`config.mk`:
```
export PLATFORM = sky130hd
export DESIGN_NAME = aging_route_table_flat
export DESIGN_NICKNAME = d
export VERILOG_FILES = /design/src/rtl/art_pkg.sv /design/src/rtl/art_in_if.sv /design/src/rtl/art_out_if.sv /design/src/rtl/art_ctrl.sv /design/src/rtl/art_dp.sv /design/src/rtl/aging_route_table.sv /design/src/flat_wrapper.sv
export SDC_FILE = /design/constraint.sdc
export NUM_CORES = 2
export LEC_CHECK = 0
export BUFFER_PORTS_ARGS = -buffer_cell sky130_fd_sc_hd__buf_2
export CORE_MARGIN = 3
export CORE_UTILIZATION = 35
export DETAILED_ROUTE_END_ITERATION = 10
export GPL_TIMING_DRIVEN = 0
export PLACE_DENSITY = 0.5
export SYNTH_ARGS = -nofsm -noshare
export SYNTH_HDL_FRONTEND = slang
export SYNTH_HIERARCHICAL = 1
export SYNTH_SLANG_ARGS = --single-unit
export TNS_END_PERCENT = 5
```
`constraint.sdc`:
```
create_clock -name clk_i -period 10.41 [get_ports clk_i]
set_input_delay 2.082 -clock clk_i [delete_from_list [all_inputs] [get_ports clk_i]]
set_output_delay 2.082 -clock clk_i [all_outputs]
set_load 0.05 [all_outputs]
```
`src/rtl/art_pkg.sv`:
```
package art_pkg;

  localparam int unsigned MAX_ROUTES_DEF = 16;
  localparam int unsigned KEY_BITS_DEF   = 48;

  localparam int unsigned MODE_W    = 2;
  localparam int unsigned METRIC_W  = 16;
  localparam int unsigned TIME_W    = 32;
  localparam int unsigned STATUS_W  = 3;
  localparam int unsigned CFG_W     = 32;
  localparam int unsigned CFG_IDX_W = 2;

  localparam logic [TIME_W-1:0] TIMEOUT_RST  = 32'd30000;
  localparam logic [TIME_W-1:0] INTERVAL_RST = 32'd10000;

  typedef enum logic [MODE_W-1:0] {
    MODE_UPDATE,
    MODE_TICK,
    MODE_REMOVE,
    MODE_INIT
  } mode_e;

  typedef enum logic [STATUS_W-1:0] {
    ST_UPDATED,
    ST_INSERTED,
    ST_EVICTED,
    ST_REMOVED,
    ST_NOT_FOUND,
    ST_TICK_DONE,
    ST_CLEARED
  } status_e;

  typedef enum logic [CFG_IDX_W-1:0] {
    CFG_TIMEOUT,
    CFG_INTERVAL
  } cfg_idx_e;

  typedef enum logic [2:0] {
    S_IDLE,
    S_SCAN,
    S_EVICT,
    S_APPEND,
    S_FINISH
  } state_e;

  // controller -> datapath
  typedef struct packed {
    logic load;
    logic scan;
    logic commit;
    logic evict_start;
    logic append;
    logic emit;
  } art_cmd_t;

  // datapath -> controller
  typedef struct packed {
    logic  scan_done;
    logic  found;
    logic  full;
    logic  evicting;
    mode_e mode;
  } art_stat_t;

  function automatic int unsigned cnt_width(input int unsigned n);
    return $clog2(n + 1);
  endfunction

  function automatic int unsigned idx_width(input int unsigned n);
    return (n > 1) ? $clog2(n) : 1;
  endfunction

endpackage

```
`src/rtl/art_in_if.sv`:
```
interface art_in_if #(
  parameter int unsigned KEY_W = art_pkg::KEY_BITS_DEF
) ();
  import art_pkg::*;

  logic                valid;
  logic                ready;
  mode_e               mode;
  logic [KEY_W-1:0]    route_key;
  logic [METRIC_W-1:0] metric;
  logic [TIME_W-1:0]   now_ms;

  modport source (output valid, output mode, output route_key, output metric,
                  output now_ms, input ready);
  modport sink   (input valid, input mode, input route_key, input metric,
                  input now_ms, output ready);
endinterface

```
`src/rtl/art_out_if.sv`:
```
interface art_out_if #(
  parameter int unsigned CNT_W = art_pkg::cnt_width(art_pkg::MAX_ROUTES_DEF)
) ();
  import art_pkg::*;

  logic             valid;
  logic             ready;
  status_e          status;
  logic [CNT_W-1:0] aged_count;
  logic             update_due;
  logic [CNT_W-1:0] route_count;

  modport source (output valid, output status, output aged_count, output update_due,
                  output route_count, input ready);
  modport sink   (input valid, input status, input aged_count, input update_due,
                  input route_count, output ready);
endinterface

```
`src/rtl/art_ctrl.sv`:
```
module art_ctrl (
  input  logic               clk_i,
  input  logic               rst_ni,
  input  logic               in_valid_i,
  input  art_pkg::mode_e     in_mode_i,
  output logic               in_ready_o,
  output logic               out_valid_o,
  input  logic               out_ready_i,
  input  art_pkg::art_stat_t stat_i,
  output art_pkg::art_cmd_t  cmd_o
);
  import art_pkg::*;

  state_e state_q, state_d;
  logic   out_valid_q, out_valid_d;
  logic   accept;
  logic   out_free;

  assign accept   = in_valid_i && (state_q == S_IDLE);
  assign out_free = !out_valid_q || out_ready_i;

  always_comb begin
    state_d = state_q;
    case (state_q)
      S_IDLE: begin
        if (in_valid_i) begin
          state_d = (in_mode_i == MODE_INIT) ? S_FINISH : S_SCAN;
        end
      end
      S_SCAN: begin
        if (stat_i.scan_done) begin
          if (stat_i.mode == MODE_UPDATE && !stat_i.found) begin
            // a miss on a full table drops the oldest route before the append
            state_d = (stat_i.full && !stat_i.evicting) ? S_EVICT : S_APPEND;
          end else begin
            state_d = S_FINISH;
          end
        end
      end
      S_EVICT:  state_d = S_SCAN;
      S_APPEND: state_d = S_FINISH;
      S_FINISH: begin
        if (out_free) begin
          state_d = S_IDLE;
        end
      end
      default:  state_d = S_IDLE;
    endcase
  end

  always_comb begin
    cmd_o             = '0;
    cmd_o.load        = accept;
    cmd_o.scan        = (state_q == S_SCAN);
    cmd_o.commit      = (state_q == S_SCAN) && stat_i.scan_done;
    cmd_o.evict_start = (state_q == S_EVICT);
    cmd_o.append      = (state_q == S_APPEND);
    cmd_o.emit        = (state_q == S_FINISH) && out_free;
  end

  always_comb begin
    out_valid_d = out_valid_q;
    if (cmd_o.emit) begin
      out_valid_d = 1'b1;
    end else if (out_ready_i) begin
      out_valid_d = 1'b0;
    end
  end

  always_ff @(posedge clk_i or negedge rst_ni) begin
    if (!rst_ni) begin
      state_q     <= S_IDLE;
      out_valid_q <= 1'b0;
    end else begin
      state_q     <= state_d;
      out_valid_q <= out_valid_d;
    end
  end

  assign in_ready_o  = (state_q == S_IDLE);
  assign out_valid_o = out_valid_q;

  a_accept_starts: assert property (@(posedge clk_i) disable iff (!rst_ni)
    accept |=> (state_q == S_SCAN || state_q == S_FINISH))
    else $error("accepted item did not start work");

  a_append_after_scan: assert property (@(posedge clk_i) disable iff (!rst_ni)
    (state_q == S_APPEND) |-> ($past(state_q) == S_SCAN && $past(stat_i.mode) == MODE_UPDATE))
    else $error("append without a preceding update scan");

  a_result_held: assert property (@(posedge clk_i) disable iff (!rst_ni)
    (out_valid_q && !out_ready_i) |=> out_valid_q)
    else $error("result withdrawn before transfer");

endmodule

```
`src/rtl/art_dp.sv`:
```
module art_dp #(
  parameter int unsigned MAX_ROUTES = art_pkg::MAX_ROUTES_DEF,
  parameter int unsigned KEY_BITS   = art_pkg::KEY_BITS_DEF,
  localparam int unsigned CNT_W     = art_pkg::cnt_width(MAX_ROUTES),
  localparam int unsigned IDX_W     = art_pkg::idx_width(MAX_ROUTES)
) (
  input  logic                            clk_i,
  input  logic                            rst_ni,
  input  art_pkg::art_cmd_t               cmd_i,
  output art_pkg::art_stat_t              stat_o,
  input  art_pkg::mode_e                  mode_i,
  input  logic [KEY_BITS-1:0]             route_key_i,
  input  logic [art_pkg::METRIC_W-1:0]    metric_i,
  input  logic [art_pkg::TIME_W-1:0]      now_ms_i,
  input  logic                            cfg_we_i,
  input  logic [art_pkg::CFG_IDX_W-1:0]   cfg_idx_i,
  input  logic [art_pkg::CFG_W-1:0]       cfg_wdata_i,
  output art_pkg::status_e                status_o,
  output logic [CNT_W-1:0]                aged_count_o,
  output logic                            update_due_o,
  output logic [CNT_W-1:0]                route_count_o
);
  import art_pkg::*;

  typedef struct packed {
    logic [KEY_BITS-1:0] key;
    logic [METRIC_W-1:0] metric;
    logic [TIME_W-1:0]   last_seen;
  } entry_t;

  entry_t mem [MAX_ROUTES];
  entry_t rd_q;

  // item registers
  mode_e               mode_q;
  logic [KEY_BITS-1:0] key_q;
  logic [METRIC_W-1:0] metric_q;
  logic [TIME_W-1:0]   now_q;

  // control state
  logic [CNT_W-1:0]  count_q;
  logic [CNT_W-1:0]  rd_idx_q;
  logic [CNT_W-1:0]  wr_idx_q;
  logic [CNT_W-1:0]  aged_q;
  logic              pend_q;
  logic              found_q;
  logic              evict_q;
  logic [TIME_W-1:0] last_upd_q;
  logic [TIME_W-1:0] timeout_q;
  logic [TIME_W-1:0] interval_q;

  // result registers
  status_e           status_q;
  logic [CNT_W-1:0]  aged_out_q;
  logic              due_out_q;
  logic [CNT_W-1:0]  rcount_q;

  logic              issue;
  logic              proc;
  logic              match;
  logic              stale;
  logic              drop;
  logic              keep;
  logic              due;
  logic              wr_en;
  logic [IDX_W-1:0]  wr_addr;
  entry_t            wr_data;
  entry_t            new_entry;
  logic [TIME_W-1:0] age;
  logic [TIME_W-1:0] since_upd;
  status_e           status_d;

  // scan: read entry r, the cycle after decide and write it back compacted at w <= r
  assign issue     = cmd_i.scan && (rd_idx_q < count_q);
  assign proc      = cmd_i.scan && pend_q;
  assign match     = (rd_q.key == key_q);
  assign age       = now_q - rd_q.last_seen;
  assign stale     = age > timeout_q;
  assign since_upd = now_q - last_upd_q;
  assign due       = since_upd >= interval_q;
  assign new_entry = '{key: key_q, metric: metric_q, last_seen: now_q};

  always_comb begin
    drop = 1'b0;
    if (evict_q) begin
      drop = (rd_idx_q == CNT_W'(1));
    end else begin
      case (mode_q)
        MODE_TICK:   drop = stale;
        MODE_REMOVE: drop = match;
        default:     drop = 1'b0;
      endcase
    end
  end

  assign keep  = proc && !drop;
  assign wr_en = keep || cmd_i.append;

  always_comb begin
    wr_addr = wr_idx_q[IDX_W-1:0];
    wr_data = rd_q;
    if (cmd_i.append) begin
      wr_addr = count_q[IDX_W-1:0];
      wr_data = new_entry;
    end else if (mode_q == MODE_UPDATE && match && !evict_q) begin
      wr_data = new_entry;
    end
  end

  always_ff @(posedge clk_i) begin
    if (wr_en) begin
      mem[wr_addr] <= wr_data;
    end
    if (issue) begin
      rd_q <= mem[rd_idx_q[IDX_W-1:0]];
    end
  end

  always_ff @(posedge clk_i) begin
    if (cmd_i.load) begin
      mode_q   <= mode_i;
      key_q    <= route_key_i;
      metric_q <= metric_i;
      now_q    <= now_ms_i;
    end
  end

  always_comb begin
    case (mode_q)
      MODE_UPDATE: status_d = found_q ? ST_UPDATED : (evict_q ? ST_EVICTED : ST_INSERTED);
      MODE_TICK:   status_d = ST_TICK_DONE;
      MODE_REMOVE: status_d = found_q ? ST_REMOVED : ST_NOT_FOUND;
      default:     status_d = ST_CLEARED;
    endcase
  end

  always_ff @(posedge clk_i) begin
    if (cmd_i.emit) begin
      status_q   <= status_d;
      aged_out_q <= (mode_q == MODE_TICK) ? aged_q : '0;
      due_out_q  <= (mode_q == MODE_TICK) && due;
      rcount_q   <= (mode_q == MODE_INIT) ? '0 : count_q;
    end
  end

  always_ff @(posedge clk_i or negedge rst_ni) begin
    if (!rst_ni) begin
      count_q    <= '0;
      rd_idx_q   <= '0;
      wr_idx_q   <= '0;
      aged_q     <= '0;
      pend_q     <= 1'b0;
      found_q    <= 1'b0;
      evict_q    <= 1'b0;
      last_upd_q <= '0;
      timeout_q  <= TIMEOUT_RST;
      interval_q <= INTERVAL_RST;
    end else begin
      if (cmd_i.load) begin
        rd_idx_q <= '0;
        wr_idx_q <= '0;
        aged_q   <= '0;
        pend_q   <= 1'b0;
        found_q  <= 1'b0;
        evict_q  <= 1'b0;
      end
      if (cmd_i.scan) begin
        pend_q <= issue;
        if (issue) begin
          rd_idx_q <= rd_idx_q + CNT_W'(1);
        end
        if (keep) begin
          wr_idx_q <= wr_idx_q + CNT_W'(1);
        end
        if (proc && match && !evict_q) begin
          found_q <= 1'b1;
        end
        if (proc && drop && !evict_q && mode_q == MODE_TICK) begin
          aged_q <= aged_q + CNT_W'(1);
        end
      end
      if (cmd_i.commit) begin
        count_q <= wr_idx_q;
      end
      if (cmd_i.evict_start) begin
        rd_idx_q <= '0;
        wr_idx_q <= '0;
        pend_q   <= 1'b0;
        evict_q  <= 1'b1;
      end
      if (cmd_i.append) begin
        count_q <= count_q + CNT_W'(1);
      end
      if (cmd_i.emit) begin
        if (mode_q == MODE_INIT) begin
          count_q    <= '0;
          last_upd_q <= now_q;
        end else if (mode_q == MODE_TICK && due) begin
          last_upd_q <= now_q;
        end
      end
      if (cfg_we_i) begin
        case (cfg_idx_i)
          CFG_TIMEOUT:  timeout_q  <= cfg_wdata_i;
          CFG_INTERVAL: interval_q <= cfg_wdata_i;
          default: ;
        endcase
      end
    end
  end

  assign stat_o.scan_done = !pend_q && (rd_idx_q == count_q);
  assign stat_o.found     = found_q;
  assign stat_o.full      = (wr_idx_q == CNT_W'(MAX_ROUTES));
  assign stat_o.evicting  = evict_q;
  assign stat_o.mode      = mode_q;

  assign status_o      = status_q;
  assign aged_count_o  = aged_out_q;
  assign update_due_o  = due_out_q;
  assign route_count_o = rcount_q;

  a_count_bound: assert property (@(posedge clk_i) disable iff (!rst_ni)
    count_q <= CNT_W'(MAX_ROUTES))
    else $error("route count above table size");

  a_compact_order: assert property (@(posedge clk_i) disable iff (!rst_ni)
    wr_idx_q <= rd_idx_q)
    else $error("compaction write pointer overtook read pointer");

  a_aged_bound: assert property (@(posedge clk_i) disable iff (!rst_ni)
    (aged_q + wr_idx_q) <= rd_idx_q)
    else $error("aged count exceeds entries scanned");

endmodule

```
`src/rtl/aging_route_table.sv`:
```
// From input transfer to result in the output register: clear goes straight to the result;
// update, remove and tick scan the stored routes; an insert adds an append step,
// and an insert into a full table adds a second scan that evicts the oldest route.
// Items are handled one at a time, one table entry per cycle through a sequential scan;
// the next item is taken as soon as the previous result is in the output register.
// Reset clears the route count and interval timer and loads the timeout and interval defaults.
module aging_route_table #(
  parameter int unsigned MAX_ROUTES = art_pkg::MAX_ROUTES_DEF,
  parameter int unsigned KEY_BITS   = art_pkg::KEY_BITS_DEF
) (
  input  logic                          clk_i,
  input  logic                          rst_ni,
  art_in_if.sink                        in_i,
  art_out_if.source                     out_o,
  input  logic                          cfg_we_i,
  input  logic [art_pkg::CFG_IDX_W-1:0] cfg_idx_i,
  input  logic [art_pkg::CFG_W-1:0]     cfg_wdata_i
);
  import art_pkg::*;

  art_cmd_t  cmd;
  art_stat_t stat;

  art_ctrl u_ctrl (
    .clk_i       (clk_i),
    .rst_ni      (rst_ni),
    .in_valid_i  (in_i.valid),
    .in_mode_i   (in_i.mode),
    .in_ready_o  (in_i.ready),
    .out_valid_o (out_o.valid),
    .out_ready_i (out_o.ready),
    .stat_i      (stat),
    .cmd_o       (cmd)
  );

  art_dp #(
    .MAX_ROUTES (MAX_ROUTES),
    .KEY_BITS   (KEY_BITS)
  ) u_dp (
    .clk_i         (clk_i),
    .rst_ni        (rst_ni),
    .cmd_i         (cmd),
    .stat_o        (stat),
    .mode_i        (in_i.mode),
    .route_key_i   (in_i.route_key),
    .metric_i      (in_i.metric),
    .now_ms_i      (in_i.now_ms),
    .cfg_we_i      (cfg_we_i),
    .cfg_idx_i     (cfg_idx_i),
    .cfg_wdata_i   (cfg_wdata_i),
    .status_o      (out_o.status),
    .aged_count_o  (out_o.aged_count),
    .update_due_o  (out_o.update_due),
    .route_count_o (out_o.route_count)
  );

endmodule

```
`src/flat_wrapper.sv`:
```
// flat-port wrapper written by rule: the top's interface ports become plain ports
module aging_route_table_flat import art_pkg::*;
#(
  parameter int unsigned MAX_ROUTES = art_pkg::MAX_ROUTES_DEF,
  parameter int unsigned KEY_BITS   = art_pkg::KEY_BITS_DEF
)
  (clk_i, rst_ni, cfg_we_i, cfg_idx_i, cfg_wdata_i, in_i_valid, in_i_mode, in_i_route_key, in_i_metric, in_i_now_ms, in_i_ready, out_o_valid, out_o_status, out_o_aged_count, out_o_update_due, out_o_route_count, out_o_ready);
  art_in_if #(.KEY_W((KEY_BITS_DEF))) in_i_i ();
  art_out_if #(.CNT_W((cnt_width(MAX_ROUTES)))) out_o_i ();
  input  logic clk_i;
  input  logic rst_ni;
  input  logic cfg_we_i;
  input  logic [art_pkg::CFG_IDX_W-1:0] cfg_idx_i;
  input  logic [art_pkg::CFG_W-1:0] cfg_wdata_i;
  input wire logic [$bits(in_i_i.valid)-1:0] in_i_valid;
  input wire logic [$bits(in_i_i.mode)-1:0] in_i_mode;
  input wire logic [$bits(in_i_i.route_key)-1:0] in_i_route_key;
  input wire logic [$bits(in_i_i.metric)-1:0] in_i_metric;
  input wire logic [$bits(in_i_i.now_ms)-1:0] in_i_now_ms;
  output wire logic [$bits(in_i_i.ready)-1:0] in_i_ready;
  output wire logic [$bits(out_o_i.valid)-1:0] out_o_valid;
  output wire logic [$bits(out_o_i.status)-1:0] out_o_status;
  output wire logic [$bits(out_o_i.aged_count)-1:0] out_o_aged_count;
  output wire logic [$bits(out_o_i.update_due)-1:0] out_o_update_due;
  output wire logic [$bits(out_o_i.route_count)-1:0] out_o_route_count;
  input wire logic [$bits(out_o_i.ready)-1:0] out_o_ready;
  assign in_i_i.valid = in_i_valid;
  assign in_i_i.mode = in_i_mode;
  assign in_i_i.route_key = in_i_route_key;
  assign in_i_i.metric = in_i_metric;
  assign in_i_i.now_ms = in_i_now_ms;
  assign in_i_ready = in_i_i.ready;
  assign out_o_valid = out_o_i.valid;
  assign out_o_status = out_o_i.status;
  assign out_o_aged_count = out_o_i.aged_count;
  assign out_o_update_due = out_o_i.update_due;
  assign out_o_route_count = out_o_i.route_count;
  assign out_o_i.ready = out_o_ready;
  aging_route_table #(.MAX_ROUTES(MAX_ROUTES), .KEY_BITS(KEY_BITS)) u_core (.clk_i(clk_i), .rst_ni(rst_ni), .in_i(in_i_i), .out_o(out_o_i), .cfg_we_i(cfg_we_i), .cfg_idx_i(cfg_idx_i), .cfg_wdata_i(cfg_wdata_i));
endmodule
```
Word level (Yosys, flattened, before mapping)
Memory sizes are Yosys's and may differ from the RTL's. A register that Yosys moved wholly into a read port is not among the register bits.
Index checks and enable logic that the tools add are counted.
{ "totals": {"regBits": 235, "mem_bits_rw": 1536, "out_inout_bits": 16, "elab_cells": 125, "memories": 1} }
{ "op_classes": {"addsub": 6, "n_lt_le_gt_ge": 3, "n_eq_ne": 16, "n_mux": 44, "reduce_logical": 35} }
{ "memory_table": {"columns": ["memory", "depth", "word_bits", "read_ports", "rd_ports_with_merged_regs", "write_ports", "line", "source"], "rows": [
  ["u_core.u_dp.mem", 16, 96, 1, 1, 1, "art_dp.sv:31", "entry_t mem [MAX_ROUTES];"]
]} }
{ "op_table": {"columns": ["operator", "count"], "rows": [
  ["96-bit 2-to-1 mux", 2],
  ["5-bit 2-to-1 mux", 15],
  ["32-bit 2-to-1 mux", 2],
  ["32-bit subtractor", 2],
  ["48-bit == test", 1],
  ["32-bit greater-or-equal comparator", 1],
  ["32-bit > comparator", 1],
  ["5-bit by 1-bit adder with 5-bit output, second input constant", 4],
  ["3-bit 2-to-1 mux", 6],
  ["1-bit logical AND", 17],
  ["3-bit case mux with 5 select lines", 1],
  ["1-bit 2-to-1 mux", 13],
  ["3-bit case mux with 3 select lines", 1],
  ["2-bit == test, second input constant", 3],
  ["3-bit by 2-bit == test with 1-bit output, second input constant", 2],
  ["2-bit AND reduction", 3],
  ["2-bit nonzero test", 3],
  ["5-bit by 1-bit == test with 1-bit output, second input constant", 1],
  ["5-bit == test", 1],
  ["5-bit == test, second input constant", 1],
  ["1-bit zero test", 5],
  ["5-bit less-than comparator", 1],
  ["2-bit by 1-bit == test with 1-bit output, second input constant", 2],
  ["2-bit zero test", 2],
  ["11 further kinds", 14]
]} }

Logic depth before layout (Yosys ltp)
{ "depth": {"depth_word": 9, "ltp_mapped": 24, "depth_no_buf": 23} }

Modules after synthesis
The synthesis kept the hierarchy.
{ "modules_own_cells": {"columns": ["module", "n_inst", "cells_each", "area_per_inst_um2", "seq_area_each_um2"], "rows": [
  ["art_dp", 1, 3229, 64493.1, 46714.8],
  ["art_ctrl", 1, 33, 334.1, 100.1]
]} }

Least setup slack after synthesis
Ideal clock, no wire load.
{ "synth_path": {"kind": "reg2reg", "startpoint": "reg u_core.u_dp.now_q[0]", "endpoint": "mem u_core/u_dp/mem[2][0] (netlist name), enable pin", "setup_ps": 519, "arrival_time_ps": 7849, "t_required_ps": 9891, "setup_slack_ps": 2042, "path_stages_with_launch": 24, "path_buffers": 1, "period_less_slack_ps": 8368, "cell_sequence": "edfxtp_1 > inv_1 > ha_1 > inv_1 > fa_1 > a211oi_2 > o21ai_1 > a31oi_2 > a21oi_1 > o311a_1 > o41ai_4 > o21ai_1 > a21oi_1 > xnor2_1 > ha_1 > nand4_1 > nor4_1 > a21oi_1 > o21ai_0 > o211ai_2 > a211oi_1 > buf_6 > a31oi_1 > nor2_1"} }
{ "synth_between": {"elab_chain_cells": 9} }
{ "synth_lines": {"columns": ["element", "line", "source"], "rows": [
  ["from (decl)", "art_dp.sv:38", "logic [TIME_W-1:0] now_q;"],
  ["from (signal assigned)", "art_dp.sv:124", "now_q <= now_ms_i;"],
  ["32-bit subtractor", "art_dp.sv:77", "assign age = now_q - rd_q.last_seen;"],
  ["32-bit > comparator", "art_dp.sv:78", "assign stale = age > timeout_q;"],
  ["1-bit case mux with 2 select lines", "art_dp.sv:88", "case (mode_q)"],
  ["1-bit 2-to-1 mux", "art_dp.sv:85", "if (evict_q) begin"],
  ["1-bit zero test", "art_dp.sv:96", "assign keep = proc && !drop;"],
  ["1-bit logical AND", "art_dp.sv:96", null],
  ["1-bit logical OR", "art_dp.sv:97", "assign wr_en = keep || cmd_i.append;"],
  ["1-bit 2-to-1 mux", "art_dp.sv:111", "if (wr_en) begin"],
  ["1-bit 2-to-1 mux (not written as such)", "art_dp.sv:112", "mem[wr_addr] <= wr_data;"],
  ["to (decl)", "art_dp.sv:31", null]
]} }
No other way between the ends.

Worst setup path after layout
{ "layout_path": {"startpoint": "reg u_core.u_dp.now_q[0]", "endpoint": "mem u_core/u_dp/mem[14][56] (netlist name), enable pin"} }
Same word-level chain as after synthesis.

==> impl_metrics.toml <==
[logic_synthesis]
mappedNetlistArea_um2 = 64800
yosysTopAreaCellShare_pct = 67.4
synth_top_area_cell = "edfxtp_1"
yosysWarnings = 6
synth_seq_cells = 1579
postSynthAreaPerCell_um2 = 19.9
synth-main-ff-cell = "edfxtp_1"
synthTopCellsByArea = "edfxtp_1 67%, mux4_2 14%, dfrtp_1 4.3%, ha_1 2.7%, mux2_2 2.5%"
synth_edf_count = 1456
synth_cell_types = 75
synthesis.nets = 3542
ys_seq_area_share_pct = 72.2
netlist_instances = 3262
async_reset_ff_share_pct = 7.79

[setup_path]
cp_data_arrival_time_ns = 8.87
critPathKind = "reg2reg"
crit_slowest_cell = "nor4_1"
r2r_slack_ns = 2.02
start_kind = "flop"
worstSetupEndpointType = "flop"
r2r-end = "u_core/u_dp/mem[14][56]"
required_ns = 10.89
worstPathMaxFanout = 18
reg2reg_from = "u_core/u_dp/now_q[0]"
critPathMaxStageDelay_ns = 0.83
rr_worst_depth = 26

[final_layout]
nets = 3926
layout.cells.non_filler = 6245
nFillCells = 16300
final_util_pct = 41.2
drive_gt1_share_pct = 27.7
area_delta_synth_final_pct = 16.7

[floorplan]
die_w_um = 436
rows = 157
fp.dieH_um = 436
start_util_pct = 35.3
ios = 153
dieArea_um2 = 190000
core_um2 = 184000

[routing]
dr.first_iter.drc_count = 2941
vias = 32200
ant_nets = 0
drt_wl_total_um = 168000
drc_errors = 0
wire_per_inst_um = 26.9
dr.pass1.iters = 5
vias_per_cell = 5.15

[outcome]
outcome = "complete, no violations"

[place]
portBuffers = 136
place_inst = 5935
post-place-ws_ns = 1.89
hpwl_um = 110000
place_congestion = 0.835

[timing]
max_slew.worst_pin.slew_ns = 1.40
slew_violations = 0
fin_hold_ws_ns = 0.495
relSlewSlack_pct = 6.49
period_minus_slack_ns = 8.39
fin_ws_ns = 2.02
hold_violations = 0
final.setup.tns_ns = 0
grt_setup_unrepaired = "no"
final.setup_skew_ns = 0.0463
min_period_over_period_pct = 80.6
setup_viol = 0
fmax_mhz = 119

[cts]
cts_made_buffers = 172
htree_num_levels = 4
clk_pin_slew_ns = 0.06
tritoncts = "built"
clock_sinks = 1579
holdBufCountCts = 0
cts-root-buf = "clkbuf_16"
cts.path.max_buffers = 3
clk_latency_ns = 0.80
ctsResizeCount = 0
post_cts_buffers = 0

[pwr]
power_density_nw_per_um2 = 293
leakage_nw = 25.1
ir_worst_vdd_v = 0.000139

[flow_run]
drv_cap = 0

[global_route]
grt_pass1_vias = 33600
grt_pass1_wl_um = 244000
grtUsageTotal_pct = 17.7
antenna_found_initial = 1
grt-ovfl-total = 0
grt_max_degree = 83

[min_path]
min_to = "u_core/u_dp/last_upd_q[9]"
min_from = "u_core/u_dp/last_upd_q[9]"
hold_path.class = "reg2reg"
min_path_cells = 1
per-layer routing:
metal | global-route usage (%) | share of wire [%] | vias to the layer above
met5 | 0 | 0 | -
met4 | 4.20 | 2.1 | 0
met3 | 2.74 | 4.2 | 223
met2 | 30.3 | 50 | 789
met1 | 23.8 | 43 | 17100
li1 | - | - | 14100
cell usage after synthesis (all sizes together) (3+ instances only):
cell type,instances
a211oi,8
a21boi,3
a21o,45
a21oi,87
a221oi,7
a311o,3
a31oi,11
a32oi,4
and2,9
and3,6
buf,42
clkbuf,89
dfrtp,111
dfstp,12
edfxtp,1456
ha,141
inv,151
mux2,145
mux2i,4
mux4,400
nand2,73
nand2b,11
nand3,30
nand3b,5
nand4,20
nor2,79
nor2b,16
nor3,16
nor3b,5
nor4,14
o211ai,11
o21a,13
o21ai,76
o21bai,8
or3,6
or3b,4
xnor2,51
xor2,62
power by group:
part | total, mW | internal [mW] | leakage, nW | switching (mW)
sequential | 9.04 | 8.67 | 14.7 | 0.363
combinational | 7.30 | 3.03 | 7.81 | 4.26
clock | 5.84 | 3.34 | 2.61 | 2.50
total | 22.2 | 15.1 | 25.1 | 7.12
how the worst max path moves through the flow:
| stage | from | end | cells after the start |
|---|---|---|---|
| 2_1_floorplan | u_core/u_dp/now_q[0] | u_core/u_dp/mem[2][0] | 23 |
| 3_3_place_gp | u_core/u_dp/now_q[0] | u_core/u_dp/mem[12][64] | 23 |
| 3_5_place_dp | u_core/u_dp/now_q[0] | u_core/u_dp/mem[14][63] | 26 |
| 4_1_cts | u_core/u_dp/now_q[0] | u_core/u_dp/mem[14][53] | 26 |
| 5_1_grt | u_core/u_dp/now_q[0] | u_core/u_dp/mem[14][53] | 26 |
| 6_report | u_core/u_dp/now_q[0] | u_core/u_dp/mem[14][56] | 26 |
metrics by stage:
step	instance area (um^2)	total power, mW
after global routing	75700	23.4
after detailed placement	70300	16.6
after global placement	68600	16.5
final	75700	22.2
after floorplan	64800	14.0
after CTS	75700	22.5
sequential cells by signal (all words and copies together) (netlist names):
register,flops
u_core/u_dp/aged_count_o,5
u_core/u_dp/route_count_o,5
u_core/u_dp/mem,1280
u_core/u_dp/rd_q,80
u_core/u_dp/evict_q,1
u_core/u_dp/count_q,5
u_core/u_dp/now_q,32
u_core/u_dp/update_due_o,1
u_core/u_dp/pend_q,1
u_core/u_dp/key_q,48
u_core/u_dp/status_o,3
u_core/u_dp/timeout_q,32
u_core/u_dp/found_q,1
u_core/u_ctrl/state_q,3
u_core/u_ctrl/out_valid_o,1
u_core/u_dp/wr_idx_q,5
u_core/u_dp/mode_q,2
u_core/u_dp/rd_idx_q,5
u_core/u_dp/interval_q,32
u_core/u_dp/last_upd_q,32
u_core/u_dp/aged_q,5
logic make-up (layout without fill, tap and decap cells):
group                      Yosys count  in the layout  share of synthesized area [%]
DFF                               1579           1579                           72.2
other                                0              1                              0
adders and majority gates          143            143                           2.78
AOI/OAI and AO/OA                  297            297                           2.97
and+or+nand+nor                    299            299                           2.30
muxes                              549            549                           16.5
buffers and inverters              282            800                           1.73
xor gates and xnor gates           113            113                           1.53
worst max-delay path, delay by kind of cell (launching register included):
family | cells | cell delay [ns]
compound gates | 13 | 3.48
xor+xnor | 1 | 0.10
fa+ha+maj | 3 | 0.98
buf+inv | 6 | 1.27
flops | 1 | 0.42
simple gates | 3 | 1.76
final cells by class:
| class | count | area (um^2) | area share, % |
|---|---|---|---|
| inverter | 151 | 572 | 0.756 |
| tap | 2464 | 3080 | 4.07 |
| buffer | 131 | 558 | 0.737 |
| clock buffer | 215 | 4550 | 6.01 |
| sequential | 1579 | 46800 | 61.9 |
| clock inverter | 93 | 798 | 1.05 |
| multi-input combinational | 1401 | 17000 | 22.5 |
| antenna | 1 | 2.50 | 0.00331 |
| timing repair buffer | 210 | 2270 | 3.00 |
cells in the final DEF, fill, tap and decap left out, types with 10 or more instances in the layout:
master     count
edfxtp_1    1456
mux4_2       400
clkbuf_16    175
inv_1        150
buf_2        145
mux2_2       143
ha_1         141
clkbuf_1     126
dfrtp_1      111
a21oi_1       86
nand2_1       73
o21ai_0       69
nor2_1        63
xor2_1        62
buf_12        57
xnor2_1       51
clkinv_1      47
a21o_1        45
nand3_1       30
clkinv_2      22
buf_1         22
nand4_1       20
nor3_1        16
nor2b_1       16
nor2_4        16
buf_16        15
o21a_1        13
nor4_1        13
dfstp_2       12
nand2b_1      11
bufinv_16     10
a31oi_1       10
Power figures use the tool's default switching activity.
